<file path="src/hdl/cfc_pkg.sv">
// Package with the shared constants and types of the counted-frame CRC-16 checker.
`timescale 1ns / 1ps

package cfc_pkg;

    localparam logic [15:0] CRC_POLY  = 16'h8005;
    localparam logic [7:0]  MIN_COUNT = 8'd4;

    typedef enum logic [1:0] {
        STATUS_BUSY      = 2'd0,
        STATUS_GOOD      = 2'd1,
        STATUS_CRC_ERR   = 2'd2,
        STATUS_BAD_COUNT = 2'd3
    } status_t;

    // Fields of one result word.
    typedef struct packed {
        status_t    status;
        logic       frame_done;
        logic       is_payload;
        logic [7:0] data_byte;
    } result_t;

endpackage

</file>
<file path="src/hdl/cfc_crc_byte.sv">
// One-byte CRC-16 update, data taken least significant bit first.
`timescale 1ns / 1ps

module cfc_crc_byte
    import cfc_pkg::*;
(
    input  logic [15:0] crc_in,
    input  logic [7:0]  data_in,
    output logic [15:0] crc_out
);

    always_comb
    begin
        logic [15:0] acc;
        acc = crc_in;
        for (int i = 0; i < 8; i++)
        begin
            if (data_in[i] != acc[15])
            begin
                acc = {acc[14:0], 1'b0} ^ CRC_POLY;
            end
            else
            begin
                acc = {acc[14:0], 1'b0};
            end
        end
        crc_out = acc;
    end

endmodule

</file>
<file path="src/hdl/counted_frame_crc16_checker_core.sv">
// Top level of the counted-frame CRC-16 checker.
// A word accepted at the input is held in the input register and then in
// the result register before it shows at the output.
// Throughput: one word per cycle while the output is not stalled; the frame
// state and the byte CRC update sit between the input and result registers.
// Reset (rst_n low, asynchronous) empties both registers, returns the parser
// to awaiting a count byte with the CRC at zero, and clears req_count_reg.
`timescale 1ns / 1ps

module counted_frame_crc16_checker_core
    import cfc_pkg::*;
(
    input  logic       clk,
    input  logic       rst_n,
    input  logic       cfg_wr_en,
    input  logic [7:0] cfg_wr_data,
    input  logic       s_axis_tvalid,
    output logic       s_axis_tready,
    input  logic [7:0] s_axis_tdata,   // [7:0] rx_byte
    output logic       m_axis_tvalid,
    input  logic       m_axis_tready,
    output logic [7:0] m_axis_tdata,   // [7:0] data_byte
    output logic [2:0] m_axis_tuser,   // [0] is_payload, [2:1] status
    output logic       m_axis_tlast    // frame_done
);

    logic [7:0]  req_count_reg;
    logic        in_valid_reg, in_valid_next;
    logic [7:0]  in_byte_reg;
    logic        out_valid_reg, out_valid_next;
    result_t     out_reg, out_next;
    logic [7:0]  pos_reg, pos_next;
    logic [7:0]  len_reg, len_next;
    logic [15:0] crc_reg, crc_next;
    logic        lo_ok_reg, lo_ok_next;

    logic        out_free;
    logic        proc_go;
    logic [15:0] crc_feed_in;
    logic [15:0] crc_fed;
    logic [8:0]  pos_plus2;
    logic        count_bad;

    assign out_free      = !out_valid_reg || m_axis_tready;
    assign proc_go       = in_valid_reg && out_free;
    assign s_axis_tready = !in_valid_reg || out_free;

    // A count byte starts a fresh CRC.
    assign crc_feed_in = (pos_reg == 8'd0) ? 16'h0000 : crc_reg;

    cfc_crc_byte u_crc_byte (
        .crc_in  (crc_feed_in),
        .data_in (in_byte_reg),
        .crc_out (crc_fed)
    );

    assign pos_plus2 = {1'b0, pos_reg} + 9'd2;
    assign count_bad = (in_byte_reg < MIN_COUNT)
                    || ((req_count_reg != 8'd0) && (in_byte_reg != req_count_reg));

    always_comb
    begin
        pos_next   = pos_reg;
        len_next   = len_reg;
        crc_next   = crc_reg;
        lo_ok_next = lo_ok_reg;
        out_next.data_byte  = in_byte_reg;
        out_next.is_payload = 1'b0;
        out_next.frame_done = 1'b0;
        out_next.status     = STATUS_BUSY;
        if (pos_reg == 8'd0)
        begin
            if (count_bad)
            begin
                out_next.frame_done = 1'b1;
                out_next.status     = STATUS_BAD_COUNT;
                crc_next            = 16'h0000;
            end
            else
            begin
                len_next   = in_byte_reg;
                crc_next   = crc_fed;
                lo_ok_next = 1'b0;
                pos_next   = 8'd1;
            end
        end
        else if (pos_plus2 < {1'b0, len_reg})
        begin
            out_next.is_payload = 1'b1;
            crc_next            = crc_fed;
            pos_next            = pos_reg + 8'd1;
        end
        else if (pos_plus2 == {1'b0, len_reg})
        begin
            lo_ok_next = (in_byte_reg == crc_reg[7:0]);
            pos_next   = pos_reg + 8'd1;
        end
        else
        begin
            out_next.frame_done = 1'b1;
            out_next.status     = (lo_ok_reg && (in_byte_reg == crc_reg[15:8]))
                                  ? STATUS_GOOD : STATUS_CRC_ERR;
            pos_next            = 8'd0;
            crc_next            = 16'h0000;
            lo_ok_next          = 1'b0;
        end
    end

    always_comb
    begin
        in_valid_next = in_valid_reg;
        if (s_axis_tvalid && s_axis_tready)
        begin
            in_valid_next = 1'b1;
        end
        else if (proc_go)
        begin
            in_valid_next = 1'b0;
        end
        out_valid_next = out_valid_reg;
        if (proc_go)
        begin
            out_valid_next = 1'b1;
        end
        else if (m_axis_tready)
        begin
            out_valid_next = 1'b0;
        end
    end

    always_ff @(posedge clk or negedge rst_n)
    begin
        if (!rst_n)
        begin
            req_count_reg <= 8'd0;
            in_valid_reg  <= 1'b0;
            out_valid_reg <= 1'b0;
            pos_reg       <= 8'd0;
            len_reg       <= 8'd0;
            crc_reg       <= 16'h0000;
            lo_ok_reg     <= 1'b0;
        end
        else
        begin
            if (cfg_wr_en)
            begin
                req_count_reg <= cfg_wr_data;
            end
            in_valid_reg  <= in_valid_next;
            out_valid_reg <= out_valid_next;
            if (proc_go)
            begin
                pos_reg   <= pos_next;
                len_reg   <= len_next;
                crc_reg   <= crc_next;
                lo_ok_reg <= lo_ok_next;
            end
        end
    end

    always_ff @(posedge clk)
    begin
        if (s_axis_tvalid && s_axis_tready)
        begin
            in_byte_reg <= s_axis_tdata;
        end
        if (proc_go)
        begin
            out_reg <= out_next;
        end
    end

    assign m_axis_tvalid = out_valid_reg;
    assign m_axis_tdata  = out_reg.data_byte;
    assign m_axis_tuser  = {out_reg.status, out_reg.is_payload};
    assign m_axis_tlast  = out_reg.frame_done;

endmodule

</file>
<file path="config.mk">
export PLATFORM = sky130hd
export DESIGN_NAME = counted_frame_crc16_checker_core
export DESIGN_NICKNAME = d
export VERILOG_FILES = /design/src/hdl/cfc_pkg.sv /design/src/hdl/cfc_crc_byte.sv /design/src/hdl/counted_frame_crc16_checker_core.sv
export SDC_FILE = /design/constraint.sdc
export NUM_CORES = 1
export LEC_CHECK = 0
export ABC_AREA = 0
export BUFFER_PORTS_ARGS = -buffer_cell sky130_fd_sc_hd__buf_2
export CORE_UTILIZATION = 50
export CTS_CLUSTER_DIAMETER = 50
export CTS_CLUSTER_SIZE = 24
export DETAILED_ROUTE_END_ITERATION = 16
export PLACE_DENSITY = 0.74
export RECOVER_POWER = 100
export SLEW_MARGIN = 20
export SYNTH_ARGS = -nofsm -noshare
export SYNTH_HDL_FRONTEND = slang
export SYNTH_SLANG_ARGS = --single-unit
</file>
<file path="constraint.sdc">
create_clock -name clk -period 6 [get_ports clk]
set_input_delay 0.6 -clock clk [delete_from_list [all_inputs] [get_ports clk]]
set_output_delay 0.6 -clock clk [all_outputs]
set_load 0.1 [all_outputs]
</file>
=== Yosys cells after proc, flatten, opt, wreduce, memory -nomap -nowiden ===
Index checks and enable logic that the tools add are counted.
W data, S select, Z words.

* Bits in registers: 63
* Word-level logic and storage cells: 88

* Multiplexer cells: 31
* Order comparisons: 2
* Add/subtract/negate cells: 2
* Reduce and logical (&&, ||, !) cells: 17
* Bitwise logic cells: 9
* Eq/ne operators: 15

{| class="wikitable"
|+ Operators with widths
! cell !! count
|-
| $mux W16 || 13
|-
| $mux W8 || 4
|-
| $not A3 Y3 || 8
|-
| $eq A8 B8 Y1 || 2
|-
| $mux W3 || 4
|-
| $add A8 B2 Y9 const B || 1
|-
| $eq A9 B8 Y1 || 1
|-
| $lt A9 B8 Y1 || 1
|-
| $mux W1 || 9
|-
| $add A8 B1 Y8 const B || 1
|-
| $logic_not A8 Y1 || 1
|-
| $lt A8 B3 Y1 const B || 1
|-
| $ne A1 B1 Y1 || 8
|-
| $ne A8 B8 Y1 || 1
|-
| $reduce_bool A8 Y1 || 1
|-
| $reduce_and A3 Y1 || 2
|-
| $logic_and A1 B1 Y1 || 4
|-
| $ne A2 B2 Y1 const B || 2
|-
| $reduce_and A2 Y1 || 2
|-
| $reduce_bool A2 Y1 || 2
|-
| $logic_or A1 B1 Y1 || 3
|-
| $ne A3 B3 Y1 const B || 1
|-
| $logic_not A1 Y1 || 2
|-
| $mux W2 || 1
|-
| $not A1 Y1 || 1
|}

=== Longest topological paths before layout ===
* Depth after elaboration: 20
* Gate-level depth with buffers: 11

=== Cells and area by module ===
From an unflattened synthesis, not the netlist that was laid out.

* Cells, all modules: 326
* Area, all modules: 3588.4 µm²

{| class="wikitable"
|+ Modules (own cells, without submodules)
! module !! cells an instance !! seq. area each (µm²) !! area each (µm²) !! instances
|-
| counted_frame_crc16_checker_core || 298 || 1676.6 || 3290.7 || 1
|-
| cfc_crc_byte || 28 || 0.0 || 297.8 || 1
|}

=== Worst setup path before layout ===
Ideal clock, no wire load.

* Path type: flip-flop to flip-flop
* From: register pos_reg[3]
* To: register crc_reg[1]
* Period minus slack after synthesis: 2923 ps
* Arrival: 2795 ps
* Path slack: 3077 ps
* Stages on the path, launching flop included: 12
* Path through: dfrtp_1 > clkbuf_1 > and3_1 > nand3_1 > xnor2_1 > ha_1 > nand4_1 > or4_1 > o21ba_1 > buf_2 > nor2_8 > mux2_1

* Word-level cells in the longest chain between the ends: 19
* Elaborated cells between the ends (all ways): 31
* Classes of those cells: add/sub: 1; order compare: 1; eq/ne: 9; mux: 12; bitwise: 6; reduce/logical: 2

{| class="wikitable"
|+ RTL lines
! what !! line !! source
|-
| start, declared || counted_frame_crc16_checker_core.sv:32 || <nowiki>logic [7:0] pos_reg, pos_next;</nowiki>
|-
| start signal, assigned || counted_frame_crc16_checker_core.sv:153 || <nowiki>pos_reg <= pos_next;</nowiki>
|-
| $logic_not A8 Y1 || counted_frame_crc16_checker_core.sv:49, counted_frame_crc16_checker_core.sv:71 ||
|-
| $mux W16 || counted_frame_crc16_checker_core.sv:49 || <nowiki>assign crc_feed_in = (pos_reg == 8'd0) ? 16'h0000 : crc_reg;</nowiki>
|-
| $ne A1 B1 Y1 / $not A3 Y3 (equally long branches) || n/a ||
|-
| $mux W16 || cfc_crc_byte.sv:18 || <nowiki>if (data_in[i] != acc[15])</nowiki>
|-
| $ne A1 B1 Y1 || cfc_crc_byte.sv:18 ||
|-
| $mux W16 || cfc_crc_byte.sv:18 ||
|-
| $ne A1 B1 Y1 || cfc_crc_byte.sv:18 ||
|-
| $mux W16 || cfc_crc_byte.sv:18 ||
|-
| [2 not listed] || n/a ||
|-
| $ne A1 B1 Y1 || cfc_crc_byte.sv:18 ||
|-
| $mux W16 || cfc_crc_byte.sv:18 ||
|-
| $ne A1 B1 Y1 || cfc_crc_byte.sv:18 ||
|-
| $mux W16 || cfc_crc_byte.sv:18 ||
|-
| $ne A1 B1 Y1 || cfc_crc_byte.sv:18 ||
|-
| $mux W16 (2 in a row) || cfc_crc_byte.sv:18 ||
|-
| $mux W16 (on tied branches) || counted_frame_crc16_checker_core.sv:87, counted_frame_crc16_checker_core.sv:73 ||
|-
| $mux W16 || counted_frame_crc16_checker_core.sv:71 || <nowiki>if (pos_reg == 8'd0)</nowiki>
|-
| end signal, assigned || counted_frame_crc16_checker_core.sv:155 || <nowiki>crc_reg <= crc_next;</nowiki>
|-
| end, declared || counted_frame_crc16_checker_core.sv:34 || <nowiki>logic [15:0] crc_reg, crc_next;</nowiki>
|}

Several ways; a longest one is shown, not always the timed one.
A chain may end at the register's enable or synchronous reset.

=== Worst setup path in the final report ===
* From: register pos_reg[0]
* To: register crc_reg[5]

* Word-level cells in the longest chain between the ends: 17
* Elaborated cells between the ends (all ways): 28
* Classes of those cells: add/sub: 1; order compare: 1; eq/ne: 7; mux: 12; bitwise: 5; reduce/logical: 2

{| class="wikitable"
|+ RTL lines
! what !! line
|-
| $logic_not A8 Y1 || counted_frame_crc16_checker_core.sv:49, counted_frame_crc16_checker_core.sv:71
|-
| $mux W16 || counted_frame_crc16_checker_core.sv:49
|-
| $ne A1 B1 Y1 / $not A3 Y3 (equally long branches) || n/a
|-
| $mux W16 || cfc_crc_byte.sv:18
|-
| $ne A1 B1 Y1 || cfc_crc_byte.sv:18
|-
| $mux W16 || cfc_crc_byte.sv:18
|-
| $ne A1 B1 Y1 || cfc_crc_byte.sv:18
|-
| $mux W16 || cfc_crc_byte.sv:18
|-
| $ne A1 B1 Y1 || cfc_crc_byte.sv:18
|-
| $mux W16 || cfc_crc_byte.sv:18
|-
| $ne A1 B1 Y1 || cfc_crc_byte.sv:18
|-
| $mux W16 (4 in a row) || cfc_crc_byte.sv:18
|-
| $mux W16 (on tied branches) || counted_frame_crc16_checker_core.sv:87, counted_frame_crc16_checker_core.sv:73
|-
| $mux W16 || counted_frame_crc16_checker_core.sv:71
|}

Several ways; a longest one is shown, not always the timed one.

==> flow_metrics.py <==
metrics = {
    "status": {
        "outcome": "complete, but fails checks",
        "violations": "capacitance limit, slew limit",
    },
    "global_route": {
        "antenna_found_initial": 0,
        "grt_max_degree": 44,
        "grt_overflow": 0,
        "grt_pass1_vias": 2555,
        "grt_pass1_wl_mm": 12.6,
        "grt_usage": 0.224,
    },
    "clock_network": {
        "h-tree-depth": 3,
        "cts_resized": 0,
        "cts_tree": "done",
        "cts_setup_buffers": 0,
        "clock_sinks": 63,
        "clk_pin_slew_worst_paths_ps": 80,
        "cts.path.max_buffers": 2,
        "numCtsBuffers": 9,
        "worst_skew_pair.late_latency_ps": 350,
        "clockRootBuffer": "clkbuf_8",
        "hold_buffers": 0,
    },
    "finish": {
        "drive_gt1_frac": 0.160,
        "final_common_cell": "xnor2_1",
        "regArea_sq_um": 1680,
        "final.fill_count": 603,
        "largest_reg_flops": 16,
        "diodes": 0,
        "area_delta_synth_final_pct": 11.0,
        "multiInputGateArea_sq_um": 1760,
        "final_cell_mix": "xnor2_1, dfrtp_1, nand2_1, edfxtp_1",
        "layout.cells.non_filler": 453,
        "fin_nets": 384,
    },
    "power": {
        "design_power_total_mw": 1.75,
        "switching_share": 0.420,
        "power_density_nw_per_um2": 438,
        "p_comb_frac": 0.412,
        "power.leakage_nw": 1.66,
        "max-vdd-ir-drop_uv": 249,
        "p_int_mw": 1.02,
        "seqPwrFrac": 0.346,
        "clkPwrFrac": 0.241,
        "p_sw_mw": 0.736,
    },
    "route": {
        "drc": 0,
        "wl_per_cell_microns": 16.6,
        "via_count": 2556,
        "drt_wl_total_mm": 7.51,
        "vias_per_cell": 5.64,
        "drtIter0Drc": 154,
        "first_pass_iters": 4,
        "ant_nets": 0,
    },
    "place": {
        "globalplace.congestion": 0.816,
        "placedCellCount": 437,
        "place_hpwl_mm": 5.32,
        "port_buffers": 34,
    },
    "synth": {
        "yosysSeqAreaShare": 0.466,
        "ys_seq_elements": 63,
        "synth_nets": 359,
        "synthDistinctLibCells": 48,
        "synth_ff_type": "dfrtp_1",
        "synth.avg_cell_area_sq_um": 11.0,
        "async_reset_ff_frac": 0.683,
        "synthesis.area_sq_um": 3600,
        "synth-edff-count": 20,
        "syn_inst": 327,
        "yosysWarnings": 0,
    },
    "sta": {
        "rsz0062_at_grt": "false",
        "layout_min_cycle_time_ps": 3890,
        "post-route-period-util": 0.649,
        "timing.final.hold_violations": 0,
        "setup_viol": 0,
        "max_slew_margin": -0.587,
        "slew_violations": 44,
        "skew_ps": 15.5,
        "holdWs_ps": 424,
        "fin_setup_tns_ps": 0,
        "fmax_mhz": 257,
        "worst_pin_slew_ps": 2380,
    },
    "worst_setup_path": {
        "reg2reg_depth": 8,
        "path_cells": "inv_1, ha_1, or4b_1, nor4_4, or4_1, o21ba_1, nor2_1, mux2_1",
        "end_kind": "flop",
        "slowest_stage": "nor2_1",
        "crit_fanout": 16,
        "path_buf_inv": 1,
        "cp-start-kind": "flop",
        "critPathMaxStageDelay_ps": 810,
        "worstPathArrival_ps": 4120,
        "cp.required_ps": 6230,
        "regToRegEndpoint": "crc_reg[5]",
        "cp_num_cells": 8,
        "r2r-start": "pos_reg[0]",
        "crit_family": "simple AND/OR/NAND/NOR gates",
        "crit_end": "crc_reg[5]",
        "reg2reg_slack_ps": 2110,
        "path_class": "flop to flop",
        "crit_start": "pos_reg[0]",
    },
    "flow_run": {
        "max_cap_violations": 1,
    },
    "hold_path": {
        "hp-class": "input pin to flop",
    },
    "die": {
        "start_util": 0.524,
        "die_h_microns": 86.9,
        "core_area_sq_um": 6870,
        "dieArea_sq_um": 7550,
        "die_x_microns": 86.9,
        "io_pins": 35,
        "row_count": 30,
    },
}
-- worst min-delay path by stage --
stage	startpoint	end	slack [ps]	cells past startpoint
final	s_axis_tdata[2]	in_byte_reg[2]	420	1
after global routing	s_axis_tdata[0]	in_byte_reg[0]	400	1
after CTS	s_axis_tdata[0]	in_byte_reg[0]	410	1
after detailed placement	in_valid_reg	m_axis_tvalid	490	1
after global placement	in_valid_reg	m_axis_tvalid	470	1
after floorplan	rst_n	crc_reg[0]	300	0
-- power groups by stage --
stage                     registers, mW  logic, mW  clock network [mW]
after floorplan                   0.708      0.501                   0
after global placement            0.611      0.722                   0
after detailed placement          0.614      0.737                   0
after CTS                         0.606      0.737               0.430
after global routing              0.617      0.787               0.450
final                             0.607      0.722               0.423
-- cell families after synthesis --
kind of cell	share of synthesized area
adder cells (fa/ha/maj)	0.0382
XOR/XNOR	0.160
AO/OA/AOI/OAI	0.0782
flip-flops	0.466
AND/OR/NAND/NOR	0.134
buffers and inverters	0.0400
multiplexers	0.0841
-- through the flow --
stage                     area, sq um  setup slack [ps]  utilization
after floorplan                  3600              3080            -
after global placement           3810              2490        0.555
after detailed placement         3810              2350        0.555
after CTS                        4040              2340        0.588
after global routing             4000              1930        0.582
final                            4000              2110        0.582
-- synthesized netlist by cell type (2+ instances only) --
library cell | n | share of area
xnor2_1 | 45 | 0.11
dfrtp_1 | 43 | 0.30
edfxtp_1 | 20 | 0.17
nand2_1 | 20 | 0.021
mux2_2 | 18 | 0.056
inv_1 | 17 | 0.018
clkbuf_1 | 15 | 0.016
nand4_1 | 14 | 0.024
nor2_1 | 14 | 0.015
xor2_1 | 13 | 0.032
nand3_1 | 12 | 0.017
ha_1 | 11 | 0.038
o21ai_0 | 11 | 0.015
a21oi_1 | 9 | 0.013
mux2_1 | 8 | 0.025
buf_2 | 4 | 0.0056
nand2b_1 | 4 | 0.0069
nor3_1 | 3 | 0.0042
nor4_1 | 3 | 0.0052
o41ai_1 | 3 | 0.0073
xnor3_1 | 3 | 0.019
a21o_1 | 2 | 0.0042
a31oi_1 | 2 | 0.0035
a41oi_1 | 2 | 0.0049
and2_1 | 2 | 0.0035
nor2b_1 | 2 | 0.0035
o211ai_1 | 2 | 0.0042
o221ai_1 | 2 | 0.0049
or2_2 | 2 | 0.0035
or3_1 | 2 | 0.0035
or4_1 | 2 | 0.0042
-- metal layers --
| metal | routed length (microns) | global-route usage | vias up |
|---|---|---|---|
| met5 | 0 | 0 | - |
| met4 | 87 | 0.0758 | 0 |
| met3 | 477 | 0.0578 | 9 |
| met2 | 3580 | 0.365 | 79 |
| met1 | 3360 | 0.291 | 1264 |
| li1 | - | - | 1204 |
-- layout make-up --
class	count	area share
multi-input combinational	227	0.440
clock inverter	7	0.0260
inverter	17	0.0160
sequential	63	0.419
timing repair buffer	34	0.0375
clock buffer	9	0.0310
tap	96	0.0300
(Power assumes the default switching activity.)
